<file path="config.mk">
export PLATFORM = sky130hd
export DESIGN_NAME = hz_gb2312_stream_decoder_unit
export DESIGN_NICKNAME = d
export VERILOG_FILES = /design/src/rtl/core/hzd_pkg.sv /design/src/rtl/core/hzd_in_stage.sv /design/src/rtl/core/hzd_decode.sv /design/src/rtl/core/hzd_out_stage.sv /design/src/rtl/core/hz_gb2312_stream_decoder_unit.sv
export SDC_FILE = /design/constraint.sdc
export NUM_CORES = 1
export LEC_CHECK = 0
export BUFFER_PORTS_ARGS = -buffer_cell sky130_fd_sc_hd__buf_2
export CORE_UTILIZATION = 58
export DETAILED_ROUTE_END_ITERATION = 8
export PLACE_DENSITY = 0.83
export RECOVER_POWER = 25
export SYNTH_ARGS = -nofsm -noshare
export SYNTH_HDL_FRONTEND = slang
export SYNTH_SLANG_ARGS = --single-unit
</file>
<file path="constraint.sdc">
create_clock -name clk -period 5.1 [get_ports clk]
set_input_delay 0.255 -clock clk [delete_from_list [all_inputs] [get_ports clk]]
set_output_delay 0.255 -clock clk [all_outputs]
set_load 0.01 [all_outputs]
</file>
<file path="src/rtl/core/hzd_pkg.sv">
// Shared types and codes for the HZ stream decoder.
package hzd_pkg;

	localparam logic [7:0] CH_TILDE   = 8'h7E;
	localparam logic [7:0] CH_ENTER   = 8'h7B;
	localparam logic [7:0] CH_LEAVE   = 8'h7D;
	localparam logic [7:0] CH_NEWLINE = 8'h0A;

	typedef enum logic [1:0] {
		KIND_ASCII = 2'd0,
		KIND_GB    = 2'd1,
		KIND_UNK1  = 2'd2,
		KIND_UNK2  = 2'd3
	} kind_t;

	typedef struct packed {
		logic [7:0] in_byte;
		logic       end_of_text;
	} in_item_t;

	typedef struct packed {
		logic       emit;
		kind_t      item_kind;
		logic [7:0] byte_high;
		logic [7:0] byte_low;
	} result_t;

endpackage

</file>
<file path="src/rtl/core/hzd_in_stage.sv">
// Input register stage of the HZ stream decoder.
module hzd_in_stage (
	input  logic              clk,
	input  logic              arst_n,
	input  logic              s_tvalid,
	output logic              s_tready,
	input  hzd_pkg::in_item_t s_item,
	input  logic              advance,
	output logic              valid_s1,
	output hzd_pkg::in_item_t item_s1
);
	import hzd_pkg::*;

	assign s_tready = !valid_s1 || advance;

	always_ff @(posedge clk or negedge arst_n) begin
		if (!arst_n) begin
			valid_s1 <= 1'b0;
		end else if (s_tready) begin
			valid_s1 <= s_tvalid;
		end
	end

	always_ff @(posedge clk) begin
		if (s_tready && s_tvalid) begin
			item_s1 <= s_item;
		end
	end

endmodule

</file>
<file path="src/rtl/core/hzd_decode.sv">
// Decode state and next-item logic of the HZ stream decoder.
module hzd_decode (
	input  logic              clk,
	input  logic              arst_n,
	input  logic              advance,
	input  hzd_pkg::in_item_t item_s1,
	output hzd_pkg::result_t  result
);
	import hzd_pkg::*;

	typedef enum logic [2:0] {
		MODE_PLAIN    = 3'd0,
		MODE_TILDE    = 3'd1,
		MODE_GB       = 3'd2,
		MODE_GB_TILDE = 3'd3,
		MODE_GB_HALF  = 3'd4,
		MODE_GR_HALF  = 3'd5
	} mode_t;

	mode_t      mode_q;
	mode_t      mode_d;
	logic [7:0] prev_q;
	logic [7:0] b;
	logic       gl;
	logic       gr;
	logic       pending;

	assign b  = item_s1.in_byte;
	assign gl = b[6:0] inside {[7'h21:7'h7E]};
	assign gr = b inside {[8'hA1:8'hFE]};

	always_comb begin
		result = '{emit: 1'b0, item_kind: KIND_ASCII, byte_high: 8'h00, byte_low: b};
		mode_d = mode_q;
		case (mode_q)
			MODE_TILDE: begin
				if (b == CH_ENTER) begin
					mode_d = MODE_GB;
				end else begin
					if (b == CH_TILDE) begin
						result.emit = 1'b1;
					end else if (b != CH_NEWLINE) begin
						result.emit      = 1'b1;
						result.item_kind = KIND_UNK2;
						result.byte_high = prev_q;
					end
					mode_d = MODE_PLAIN;
				end
			end
			MODE_GB_TILDE: begin
				if (b == CH_LEAVE || b == CH_NEWLINE) begin
					mode_d = MODE_PLAIN;
				end else begin
					result.emit      = 1'b1;
					result.item_kind = gl ? KIND_GB : KIND_UNK2;
					result.byte_high = prev_q;
					mode_d           = MODE_GB;
				end
			end
			MODE_GB: begin
				if (b == CH_TILDE) begin
					mode_d = MODE_GB_TILDE;
				end else if (gl) begin
					mode_d = MODE_GB_HALF;
				end else begin
					result.emit      = 1'b1;
					result.item_kind = KIND_UNK1;
				end
			end
			MODE_GB_HALF: begin
				result.emit      = 1'b1;
				result.item_kind = gl ? KIND_GB : KIND_UNK2;
				result.byte_high = prev_q;
				mode_d           = MODE_GB;
			end
			MODE_GR_HALF: begin
				result.emit      = 1'b1;
				result.item_kind = gr ? KIND_GB : KIND_UNK2;
				result.byte_high = prev_q;
				mode_d           = MODE_PLAIN;
			end
			default: begin
				mode_d = MODE_PLAIN;
				if (b == CH_TILDE) begin
					mode_d = MODE_TILDE;
				end else if (gr) begin
					mode_d = MODE_GR_HALF;
				end else begin
					result.emit      = 1'b1;
					result.item_kind = b[7] ? KIND_UNK1 : KIND_ASCII;
				end
			end
		endcase
		pending = (mode_d == MODE_TILDE) || (mode_d == MODE_GB_TILDE) ||
		          (mode_d == MODE_GB_HALF) || (mode_d == MODE_GR_HALF);
		if (item_s1.end_of_text && pending && !result.emit) begin
			result.emit      = 1'b1;
			result.item_kind = KIND_UNK1;
			result.byte_high = 8'h00;
		end
	end

	always_ff @(posedge clk or negedge arst_n) begin
		if (!arst_n) begin
			mode_q <= MODE_PLAIN;
			prev_q <= 8'h00;
		end else if (advance) begin
			if (item_s1.end_of_text) begin
				mode_q <= MODE_PLAIN;
				prev_q <= 8'h00;
			end else begin
				mode_q <= mode_d;
				prev_q <= b;
			end
		end
	end

	a_reset_on_last: assert property (@(posedge clk) disable iff (!arst_n)
		advance && item_s1.end_of_text |=> mode_q == MODE_PLAIN && prev_q == 8'h00)
		else $error("state not cleared after last item");

	a_single_zero_high: assert property (@(posedge clk) disable iff (!arst_n)
		advance && result.emit &&
		(result.item_kind == KIND_ASCII || result.item_kind == KIND_UNK1)
		|-> result.byte_high == 8'h00)
		else $error("single-byte item with nonzero high byte");

	a_tilde_enters: assert property (@(posedge clk) disable iff (!arst_n)
		advance && !item_s1.end_of_text && mode_q == MODE_PLAIN && b == CH_TILDE
		|=> mode_q == MODE_TILDE && prev_q == CH_TILDE)
		else $error("tilde in plain mode did not enter tilde state");

endmodule

</file>
<file path="src/rtl/core/hzd_out_stage.sv">
// Result register stage of the HZ stream decoder.
module hzd_out_stage (
	input  logic             clk,
	input  logic             arst_n,
	input  logic             valid_s1,
	input  hzd_pkg::result_t result,
	output logic             advance,
	output logic             m_tvalid,
	input  logic             m_tready,
	output logic [15:0]      m_tdata,
	output logic [1:0]       m_tuser
);
	import hzd_pkg::*;

	result_t res_s2;

	assign advance  = valid_s1 && (!m_tvalid || m_tready);
	assign m_tdata  = {res_s2.byte_low, res_s2.byte_high};
	assign m_tuser  = res_s2.item_kind;

	always_ff @(posedge clk or negedge arst_n) begin
		if (!arst_n) begin
			m_tvalid <= 1'b0;
		end else if (advance) begin
			m_tvalid <= result.emit;
		end else if (m_tready) begin
			m_tvalid <= 1'b0;
		end
	end

	always_ff @(posedge clk) begin
		if (advance && result.emit) begin
			res_s2 <= result;
		end
	end

endmodule

</file>
<file path="src/rtl/core/hz_gb2312_stream_decoder_unit.sv">
// Top level of the HZ (GB 2312) stream decoder.
//
// channel  dir  tdata                     tuser         tlast
// s_*      in   [7:0] in_byte             -             end_of_text
// m_*      out  [7:0] byte_high,          [1:0] kind    -
//               [15:8] byte_low
//
// One byte is taken every cycle while s_tready is high; its result reaches
// m_* through the input register and then the result register.
// The decode state updates as a byte moves from the input register on.
// Reset clears both valid flags and returns the decoder to plain mode.
// A stall on m_tready holds the result and fills the input register only.
module hz_gb2312_stream_decoder_unit (
	input  logic        clk,
	input  logic        arst_n,
	input  logic        s_tvalid,
	output logic        s_tready,
	input  logic [7:0]  s_tdata,   // [7:0] in_byte
	input  logic        s_tlast,
	output logic        m_tvalid,
	input  logic        m_tready,
	output logic [15:0] m_tdata,   // [7:0] byte_high, [15:8] byte_low
	output logic [1:0]  m_tuser    // [1:0] item_kind
);
	import hzd_pkg::*;

	in_item_t s_item;
	in_item_t item_s1;
	logic     valid_s1;
	logic     advance;
	result_t  result;

	assign s_item = '{in_byte: s_tdata, end_of_text: s_tlast};

	hzd_in_stage u_in (
		.clk      (clk),
		.arst_n   (arst_n),
		.s_tvalid (s_tvalid),
		.s_tready (s_tready),
		.s_item   (s_item),
		.advance  (advance),
		.valid_s1 (valid_s1),
		.item_s1  (item_s1)
	);

	hzd_decode u_dec (
		.clk     (clk),
		.arst_n  (arst_n),
		.advance (advance),
		.item_s1 (item_s1),
		.result  (result)
	);

	hzd_out_stage u_out (
		.clk      (clk),
		.arst_n   (arst_n),
		.valid_s1 (valid_s1),
		.result   (result),
		.advance  (advance),
		.m_tvalid (m_tvalid),
		.m_tready (m_tready),
		.m_tdata  (m_tdata),
		.m_tuser  (m_tuser)
	);

endmodule

</file>
Word level (Yosys, flattened, before mapping)
Cells that the tools add are included.
{"block": "totals", "reg_bits": 40, "out_inout_bits": 20, "input_bits": 13}
{"block": "op_classes", "mux": 26, "n_lt_le_gt_ge": 4, "n_eq_ne": 14, "reduce_logical": 18}
{"op": "two-way mux 11 bit", "count": 4}
{"op": "one-hot mux 3 bit (5 select lines)", "count": 2}
{"op": "two-way mux 3 bit", "count": 9}
{"op": "equality test 8 x 7 -> 1 bit (second input constant)", "count": 3}
{"op": "one-hot mux 8 bit (3 select lines)", "count": 1}
{"op": "equality test 3 bit (second input constant)", "count": 4}
{"op": "two-way mux 10 bit", "count": 1}
{"op": "two-way mux 2 bit", "count": 5}
{"op": "equality test 3 x 2 -> 1 bit (second input constant)", "count": 3}
{"op": "equality test 8 x 4 -> 1 bit (second input constant)", "count": 1}
{"op": ">= comparator 8 bit (second input constant)", "count": 1}
{"op": "<= comparator 8 bit (second input constant)", "count": 1}
{"op": "two-way mux 8 bit", "count": 1}
{"op": "inequality test 8 x 4 -> 1 bit (second input constant)", "count": 1}
{"op": ">= comparator 7 x 6 -> 1 bit (second input constant)", "count": 1}
{"op": "<= comparator 7 bit (second input constant)", "count": 1}
{"op": "logical AND 1 bit", "count": 7}
{"op": "equality test 3 x 1 -> 1 bit (second input constant)", "count": 2}
{"op": "logical OR 1 bit", "count": 6}
{"op": "zero test 1 bit", "count": 3}
{"op": "two-way mux 1 bit", "count": 3}
{"op": "nonzero test 2 bit", "count": 1}
{"op": "OR reduction 2 bit", "count": 1}

Longest topological paths before layout
Gate-level depths: netlist of the first run.
{"block": "depth", "depth_word": 13, "ltp_mapped": 9, "mapped_depth_nobuf": 8}

Cells and area by module
From an unflattened synthesis of the first run, not the netlist that was laid out.
{"block": "hier_totals", "hier_cells": 174, "area_unflattened_um2": 2013.2}
{"mod": "hzd_decode", "area_per_inst_um2": 1079.8, "seq_area_each_um2": 275.3, "cells_each": 137, "instances": 1}
{"mod": "hzd_out_stage", "area_per_inst_um2": 609.3, "seq_area_each_um2": 565.5, "cells_each": 24, "instances": 1}
{"mod": "hzd_in_stage", "area_per_inst_um2": 324.1, "seq_area_each_um2": 295.3, "cells_each": 13, "instances": 1}

Least setup slack after synthesis of the first run
No wires, ideal clock.
{"block": "synth_timing", "kind": "flip-flop to flip-flop", "startpoint": "reg u_in.item_s1[7] (netlist name)", "endpoint": "reg u_out.res_s2 (netlist bit u_out.m_tdata[0]) (enable)", "arrival_time_ps": 2367, "setup_time_ps": 392, "slack_ps": 2341, "stages_incl_launch_ff": 7, "synth_period_minus_slack_ps": 2759, "path_buffers": 0, "path_cell_list": "edfxtp_1 -> or3_4 -> o22a_1 -> o211ai_2 -> o32ai_4 -> nor2b_1 -> nor2_1"}
{"block": "synth_between", "elab_chain_len": 13}
{"element": ">= comparator 8 bit (tied with other cells)", "line_no": "hzd_decode.sv:30", "text": "assign gr = b inside {[8'hA1:8'hFE]};"}
{"element": "logical AND 1 bit (on tied branches)", "line_no": "hzd_decode.sv:30, hzd_decode.sv:29"}
{"element": "two-way mux 3 bit (on tied branches)", "line_no": "hzd_decode.sv:86, hzd_decode.sv:63"}
{"element": "two-way mux 3 bit (on tied branches)", "line_no": "hzd_decode.sv:84, hzd_decode.sv:61"}
{"element": "one-hot mux 3 bit (5 select lines)", "line_no": "hzd_decode.sv:35", "text": "case (mode_q)"}
{"element": "equality test 3 x 1 -> 1 bit / equality test 3 x 2 -> 1 bit (equally long branches)", "line_no": "hzd_decode.sv:94", "text": "pending = (mode_d == MODE_TILDE) || (mode_d == MODE_GB_TILDE) ||"}
{"element": "logical OR 1 bit (2 in series)", "line_no": "hzd_decode.sv:94"}
{"element": "logical OR 1 bit", "line_no": "hzd_decode.sv:95", "text": "(mode_d == MODE_GB_HALF) || (mode_d == MODE_GR_HALF);"}
{"element": "logical AND 1 bit (2 in series)", "line_no": "hzd_decode.sv:96", "text": "if (item_s1.end_of_text && pending && !result.emit) begin"}
{"element": "two-way mux 11 bit (*)", "line_no": "hzd_decode.sv:96"}
{"element": "logical AND 1 bit (*)", "line_no": "hzd_out_stage.sv:32", "text": "if (advance && result.emit) begin"}
{"element": "end signal, assigned", "line_no": "hzd_out_stage.sv:33", "text": "res_s2 <= result;"}
{"element": "end, declared", "line_no": "hzd_out_stage.sv:15", "text": "result_t res_s2;"}
Mark *: on every way between the ends. The rest lies on a longest branch, timed or not.
A chain may end at the register's enable or synchronous reset.

Worst setup path in the final report of the first run
{"block": "layout_timing", "startpoint": "reg u_in.item_s1[1] (netlist name)", "endpoint": "reg u_out.res_s2 (netlist bit u_out.m_tdata[1]) (enable)"}
{"block": "layout_between", "elab_chain_len": 13}
{"element": ">= comparator 8 bit (tied with other cells)", "line_no": "hzd_decode.sv:30"}
{"element": "logical AND 1 bit (on tied branches)", "line_no": "hzd_decode.sv:30, hzd_decode.sv:29"}
{"element": "two-way mux 3 bit (on tied branches)", "line_no": "hzd_decode.sv:86, hzd_decode.sv:63"}
{"element": "two-way mux 3 bit (on tied branches)", "line_no": "hzd_decode.sv:84, hzd_decode.sv:61"}
{"element": "one-hot mux 3 bit (5 select lines)", "line_no": "hzd_decode.sv:35"}
{"element": "equality test 3 x 1 -> 1 bit / equality test 3 x 2 -> 1 bit (equally long branches)", "line_no": "hzd_decode.sv:94"}
{"element": "logical OR 1 bit (2 in series)", "line_no": "hzd_decode.sv:94"}
{"element": "logical OR 1 bit", "line_no": "hzd_decode.sv:95"}
{"element": "logical AND 1 bit (2 in series)", "line_no": "hzd_decode.sv:96"}
{"element": "two-way mux 11 bit (*)", "line_no": "hzd_decode.sv:96"}
{"element": "logical AND 1 bit (*)", "line_no": "hzd_out_stage.sv:32"}
Marks and branches as above.

==> PnR_summary.wiki, run 1 <==
{| class="wikitable"
! Metric !! Value
|-
| Post-CTS setup-driven buffer insertion count || 0
|-
| Part of the total power dissipated in sequential elements || 50.7%
|-
| Ordered cell list for the critical path || or3_4 > or3b_1 > a41o_1 > o32ai_4 > nor2b_1 > nor2_1 > buf_4
|-
| Clock transition at the registers of the reported paths || 0.12 ns
|-
| Ranking of synthesized cells by area || edfxtp_1 (45%), dfrtp_1 (18%), and2_1 (3.8%)
|-
| Final setup violation count || 0
|-
| YS warnings || 0
|-
| Remaining global-route overflow || 0
|-
| Gate count after technology mapping || 149
|-
| Arr. time, crit path || roughly 2.7 ns
|-
| HP Class || in2reg
|-
| Unrepaired setup endpoints after global routing || no
|-
| Residual DRC || 3
|-
| HPWL Detailed || 2750 um
|-
| Avg WL per Cell || between 15 and 20 um
|-
| Minimum clock period after layout || 2.59 ns
|-
| Signed area change from the synthesized netlist to the final layout || 14.6%
|-
| Die area || 3350 sq um
|-
| Startpoint class of the critical path || register
|-
| Antenna diodes || 0
|-
| Number of top-level pins || 33
|-
| Portion of netlist area occupied by mux cells || 0%
|-
| Height of the die || approximately 58 um
|-
| Setup TNS after final layout || 0 ns
|-
| Routability congestion estimate from global placement || a little over 0.9
|-
| Post-route fraction of the period consumed by the critical path || 50.7%
|-
| Number of hold violations in the final report || 0
|-
| Run status || finished with violations
|-
| Nature of the critical path endpoint || register
|-
| Cell at the slowest stage of the critical path || edfxtp_1
|-
| Share of the synthesized area in the top cell type || 44.7%
|-
| Pleak || 0.000853 uW
|-
| Cell Rows || 19
|-
| Sw frac || 35.9%
|-
| Num CTS Buffers || 5
|-
| Final layout net count || 201
|-
| Post-synthesis area per instance || 12.2 sq um
|-
| Synth Register Bits || 40
|-
| Number of H-tree levels || 2
|-
| Final non-filler cell area || 2080 sq um
|-
| Total global routing track utilization || about 26%
|-
| Number of antenna violations at the first check in global routing || 0
|-
| Number of antenna-violating nets in the routed design || 0
|-
| Vias per cell || approximately 6.1
|-
| Cell Area, Placed || 2010 sq um
|-
| Wire length of the first global-routing pass || 6200 um
|-
| TritonRoute pass-1 iters || 6
|-
| Largest voltage drop on the vdd net || 0.000276 V
|-
| Max-slew violation count || 0
|-
| Post-synthesis share of cell area spent on and, or, nand and nor gates || between 10% and 20%
|-
| Number of clock sinks || 40
|-
| Latest clock arrival within the worst-skew pair || about 0.35 ns
|-
| Count of buffers from port buffering || 32
|-
| Number of library cell types mapped by synthesis || 38
|-
| Total power divided by cell area || 472 nW/um^2
|-
| Number of buffers and inverters on the critical path || 1
|-
| Die W || 57.9 um
|-
| Internal power || about 630 uW
|-
| CTS tree || done
|-
| Max cap viols || 0
|-
| Drt first-iter violations || 48
|-
| Synthesized-area fraction occupied by adder cells || less than 1%
|-
| Largest net degree at the start of global routing || 23
|-
| Power share of the clock group || ~16%
|-
| Worst-path fanout max || 18
|-
| Worst EP required || slightly above 5 ns
|-
| Combinational family with the most area after synthesis || simple AND/OR/NAND/NOR gates
|-
| Family with the most delay on the worst path || simple AND/OR/NAND/NOR gates
|-
| Part of the total power dissipated in combinational logic || between 30 and 40%
|-
| Share of the synthesized area in compound gates (AO/OA/AOI/OAI) || about 16%
|-
| Worst-Margin Slew || 0.838 ns
|-
| Max incr delay on CP || 0.48 ns
|-
| Footprint of the flip-flops and latches || 1140 sq um
|-
| Total wire length || 3770 um
|-
| Vias after detailed routing || around 1.3k
|-
| Worst hold slack || about 0.071 ns
|-
| Layout Skew || 0.0109 ns
|-
| Worst Path Class, Setup || reg2reg
|-
| Share of synthesized area occupied by flip-flops and latches || between 60% and 70%
|-
| Library cell occupying the most area in the post-synthesis netlist || edfxtp_1
|-
| Maximum clock rate || ~0.39 GHz
|-
| # fillers || 206
|-
| Share of layout cells above drive strength 1 || 24.5%
|-
| Synthesized area || between 1500 and 2000 sq um
|-
| Area of the multi-input gates || 636 sq um
|-
| Setup slack of the critical path after layout || 2.51 ns
|-
| Failing checks || design-rule violations
|-
| Net switching power figure || 352 uW
|-
| Xor and xnor area share after synthesis || 0%
|-
| Number of global-route vias before repair || between 1k and 1.5k
|-
| Post-synthesis net count || between 150 and 200
|-
| Pre-CTS worst setup slack || 2.55 ns
|-
| Number of buffers on the longest clock path || 2
|-
| Initial Util || 63.6%
|-
| Core area || ~2900 sq um
|-
| Rel. slew slack || 44.1%
|-
| Root buffer cell || clkbuf_4
|}
-- layout by cell type, fill, tap and decap left out, types with 2 or more instances in the layout --
cell         n
o21ai_1      4
dfrtp_1     13
buf_2       31
o22a_1       2
a211oi_2     2
buf_4        2
and2_1      11
or3b_1       2
and4_1       2
nand4_1      2
o22ai_1      2
or3_1        2
o21ai_0     11
nor2_1       8
clkinvlp_4   2
a21oi_1      7
nor2b_1      4
o31ai_1      2
nand2_1     12
inv_1        7
nand2b_1     7
edfxtp_1    27
clkbuf_4     5
-- worst paths after layout --
path / slack, ns / cells past startpoint / end / start
max in group asynchronous: 4.07 / 2 / u_dec.prev_q[4] / arst_n
setup / recovery: 2.51 / 7 / u_out.m_tdata[1] / u_in.item_s1[1]
hold / removal: 0.07 / 1 / u_in.item_s1[6] / s_tdata[5]
hold reg to reg: 0.48 / 2 / u_dec.prev_q[1] / u_dec.prev_q[1]
min in group asynchronous: 0.50 / 2 / u_dec.mode_q[0] / arst_n
setup reg to reg: 2.51 / 7 / u_out.m_tdata[1] / u_in.item_s1[1]
-- state kept, by name, summed over array words and instances, names as in the netlist --
signal / cells
u_out.m_tvalid: 1
u_in.valid_s1: 1
u_out.m_tdata: 16
u_out.m_tuser: 2
u_dec.mode_q: 3
u_in.item_s1: 9
u_dec.prev_q: 8
-- final cells by class --
cell class                 instances  share of cell area, %
sequential                        40                   54.7
multi-input combinational         98                   30.6
timing repair buffer              35                   8.86
tap                               31                   1.87
clock buffer                       5                   1.81
inverter                           7                   1.27
clock inverter                     3                  0.904
-- worst register-to-register path: cells and delay by family, from the launching register on --
family | cells | cell delay, ns
simple gates | 4 | 1.05
flops | 1 | 0.48
buf+inv | 1 | 0.22
compound gates | 2 | 0.58
-- cells by family (layout without fill, tap and decap cells) --
group | count (synthesis) | in the layout
AOI/OAI and AO/OA | 39 | 39
adders and majority gates | 1 | 1
buffers and inverters | 11 | 50
DFF | 40 | 40
and+or+nand+nor | 58 | 58
-- synth_stat cells (all sizes together) --
cell type	number
o22ai	3
edfxtp	27
and3	1
or4b	1
clkbuf	4
or2	1
o41ai	1
a31oi	1
or2b	1
o21ai	15
a211oi	3
nand2	12
o31ai	2
nand3	1
o211ai	1
and4bb	1
a32o	1
or3	3
dfrtp	13
nor2b	4
and2	11
a21oi	7
or3b	2
nor2	8
a41o	1
nand4	2
and4	2
o22a	2
o32ai	1
ha	1
nand2b	7
nor3b	1
inv	7
a22o	1
-- routing by layer --
layer	vias up	part of all wire [%]	wire length, um	GRT usage [%]
li1	630	-	-	-
met1	603	40	1520	32.3
met2	84	46	1740	40.2
met3	16	9.9	373	7.59
met4	0	3.8	142	13.6
met5	-	0	0	0
-- per-stage QoR --
stage | instances | power [uW] | util [%]
floorplan | 149 | 711 | -
global placement | 210 | 816 | 70.5
detailed placement | 210 | 829 | 70.5
CTS | 219 | 981 | 72.9
global route | 219 | 1040 | 72.8
finish | 219 | 980 | 72.8
-- power groups by stage --
| stage | clock (uW) | sequential [uW] | combinational, uW |
|---|---|---|---|
| 2_1_floorplan | 0 | 520 | 191 |
| 3_3_place_gp | 0 | 500 | 317 |
| 3_5_place_dp | 0 | 505 | 325 |
| 4_1_cts | 157 | 497 | 327 |
| 5_1_grt | 173 | 507 | 359 |
| 6_report | 155 | 497 | 328 |
-- repair_timing --
item	4_1_cts	5_1_grt
endpoints found under the hold margin	13	0
gates resized for setup	0	0
hold buffers	1	0
No activity file was read; power rests on OpenSTA's default activity.
==> run 2: changes to the inputs <==
CORE_UTILIZATION = 54   (was 58)
PLACE_DENSITY = 0.78   (was 0.83)
clock period = 2.4 ns   (was 5.1 ns; I/O delays follow)
==> run 2 against run 1 <==
Sequential share of layout area shrank 7.5 points; clock power grew 110%; first-iteration DRC count grew 67%; global-route usage shrank 0.059 points; the run ends with negative setup slack left; die area grew 7.1%; power grew 130%; combinational power grew to 2.8 times the previous value; highest routed layer unchanged; via count grew 5.7%.
==> PnR_summary.wiki, run 2 (synthesis results as in run 1) <==
{| class="wikitable"
! Metric !! Value
|-
| Worst setup slack for register-to-register paths || -0.04 ns
|-
| Core area || around 3100 sq um
|-
| Clock transition at the registers of the reported paths || about 0.11 ns
|-
| Total power divided by cell area || roughly 950 nW/um^2
|-
| Die area || 3590 sq um
|-
| # fillers || 205
|-
| Unrepaired setup endpoints after global routing || yes
|-
| Root buffer cell || clkbuf_4
|-
| Final setup violation count || 18
|-
| Number of top-level pins || 33
|-
| Number of clock sinks || 40
|-
| Max-slew violation count || 0
|-
| Minimum clock period after layout || 2.44 ns
|-
| Footprint of the flip-flops and latches || 1140 sq um
|-
| Pleak || 0.00100 uW
|-
| Num CTS Buffers || 5
|-
| Max cap viols || 0
|-
| Number of antenna violations at the first check in global routing || 0
|-
| Number of buffers on the longest clock path || 2
|-
| Antenna diodes || 0
|-
| Count of buffers from port buffering || 32
|-
| Run status || finished with violations
|-
| Die W || roughly 60 um
|-
| Setup slack of the critical path after layout || -0.0408 ns
|-
| HP Class || in2async
|-
| HPWL Detailed || 2700 um
|-
| Rel. slew slack || between 40% and 50%
|-
| Total Power Consumption || 2290 uW
|-
| Avg WL per Cell || approximately 15 um
|-
| Cell Rows || 20
|-
| Area of the multi-input gates || between 600 and 700 sq um
|-
| Residual DRC || 0
|-
| TritonRoute pass-1 iters || 4
|-
| Number of global-route vias before repair || ~1.4k
|-
| Worst-path fanout max || 18
|-
| Largest net degree at the start of global routing || 19
|-
| Worst Path Class, Setup || reg2reg
|-
| Most frequent standard cell in the layout excluding fill and tap cells || buf_2
|-
| Placed cells || 235
|-
| Initial Util || between 50% and 60%
|-
| Startpoint class of the critical path || register
|-
| Height of the die || 59.9 um
|-
| Latest clock arrival within the worst-skew pair || approximately 0.34 ns
|-
| Failing checks || negative setup slack
|-
| Routability congestion estimate from global placement || 0.847
|-
| Post-route fraction of the period consumed by the critical path || 102%
|-
| Signed area change from the synthesized netlist to the final layout || 32.6%
|-
| Number of antenna-violating nets in the routed design || 0
|-
| Remaining global-route overflow || 0
|-
| Maximum clock rate || about 0.41 GHz
|-
| Largest voltage drop on the vdd net || approximately 0.00068 V
|-
| Number of H-tree levels || 2
|-
| Drt first-iter violations || 80
|-
| Commonest cells after routing, fill and taps aside || buf_2 (31), edfxtp_1 (27), buf_4 (16), dfrtp_1 (13)
|-
| Vias after detailed routing || 1409
|-
| Number of hold violations in the final report || 0
|-
| Wire length of the first global-routing pass || between 6000 and 7000 um
|-
| Total global routing track utilization || about a quarter
|-
| Total wire length || 3970 um
|-
| Share of layout cells above drive strength 1 || 31.5%
|-
| Arr. time, crit path || approximately 2.6 ns
|-
| CTS tree || done
|-
| Cell Count, Final, Fillers Out || 260
|-
| Nature of the critical path endpoint || register
|-
| Final layout net count || 229
|-
| Flip-flop count of the largest register, all copies and words added || 16
|-
| Worst hold slack || 0.345 ns
|-
| Layout Skew || 0.0106 ns
|-
| Worst EP required || 2.51 ns
|-
| Vias per cell || between 5 and 6
|-
| Worst-Margin Slew || around 0.76 ns
|}
## run 2: changes by cell type in the layout (fill, tap and decap cells not counted), sizes merged
cell         previous run  this run
buf                    33        50
clkbuf                  6         8
clkinvlp                2         0
dlygate4sd3             1        12
## run 2: worst paths after layout
path                                  from          endpoint  cells past startpoint
min reg2reg                u_dec.prev_q[0]   u_dec.prev_q[0]                      2
min                                 arst_n    u_out.m_tvalid                      2
min in group clk                s_tdata[1]   u_in.item_s1[2]                      2
max in group asynchronous           arst_n   u_dec.prev_q[0]                      2
max                        u_in.item_s1[1]  u_out.m_tdata[6]                      7
max reg2reg                u_in.item_s1[1]  u_out.m_tdata[6]                      7
## run 2: final cells by class
cell class	count	share of cell area, %
clock buffers	7	1.87
multi-input cells	98	28.9
clock inverters	1	0.208
repair buffers	63	18.4
inverters	7	1.09
flip-flops and latches	40	47.2
well taps	44	2.29
## run 2: timing repair
item | in CTS | in global routing
hold buffers | 12 | 0
hold endpoints to repair | 24 | 0
gates resized for setup | 1 | 10
endpoints found under the setup margin | 26 | 27
pin swaps | 2 | 9
buffers inserted | 3 | 2
## run 2: report_power, final
part	internal, uW	switching, uW
Sequential	958	88.1
Combinational	414	508
Clock	114	209
## run 2: layer usage
layer	share of wire, %	up-vias	GRT usage [%]
li1	-	681	-
met1	41	658	32.3
met2	52	62	40.6
met3	5.2	8	6.71
met4	2.0	0	13.0
met5	0	-	0
## run 2: worst max-delay path, cell delays in order, from the launching register on
cell and delay (ns):
edfxtp_1 0.42, or3_4 0.39, or3b_1 0.38, a41o_1 0.23, o32ai_4 0.31, nor2b_4 0.23, nor2_4 0.05, buf_12 0.18
## run 2: through the flow
| step | utilization [%] | worst slack, ns | TNS, ns | instance area (sq um) |
|---|---|---|---|---|
| after CTS | 74.8 | -0.0708 | -0.963 | 2340 |
| after global routing | 76.9 | -0.132 | -2.70 | 2400 |
| after floorplan | - | 0.0420 | 0 | 1820 |
| final | 76.9 | -0.0408 | -0.607 | 2400 |
| after detailed placement | 68.4 | -0.102 | -2.24 | 2140 |
| after global placement | 68.4 | -0.0321 | -0.560 | 2140 |
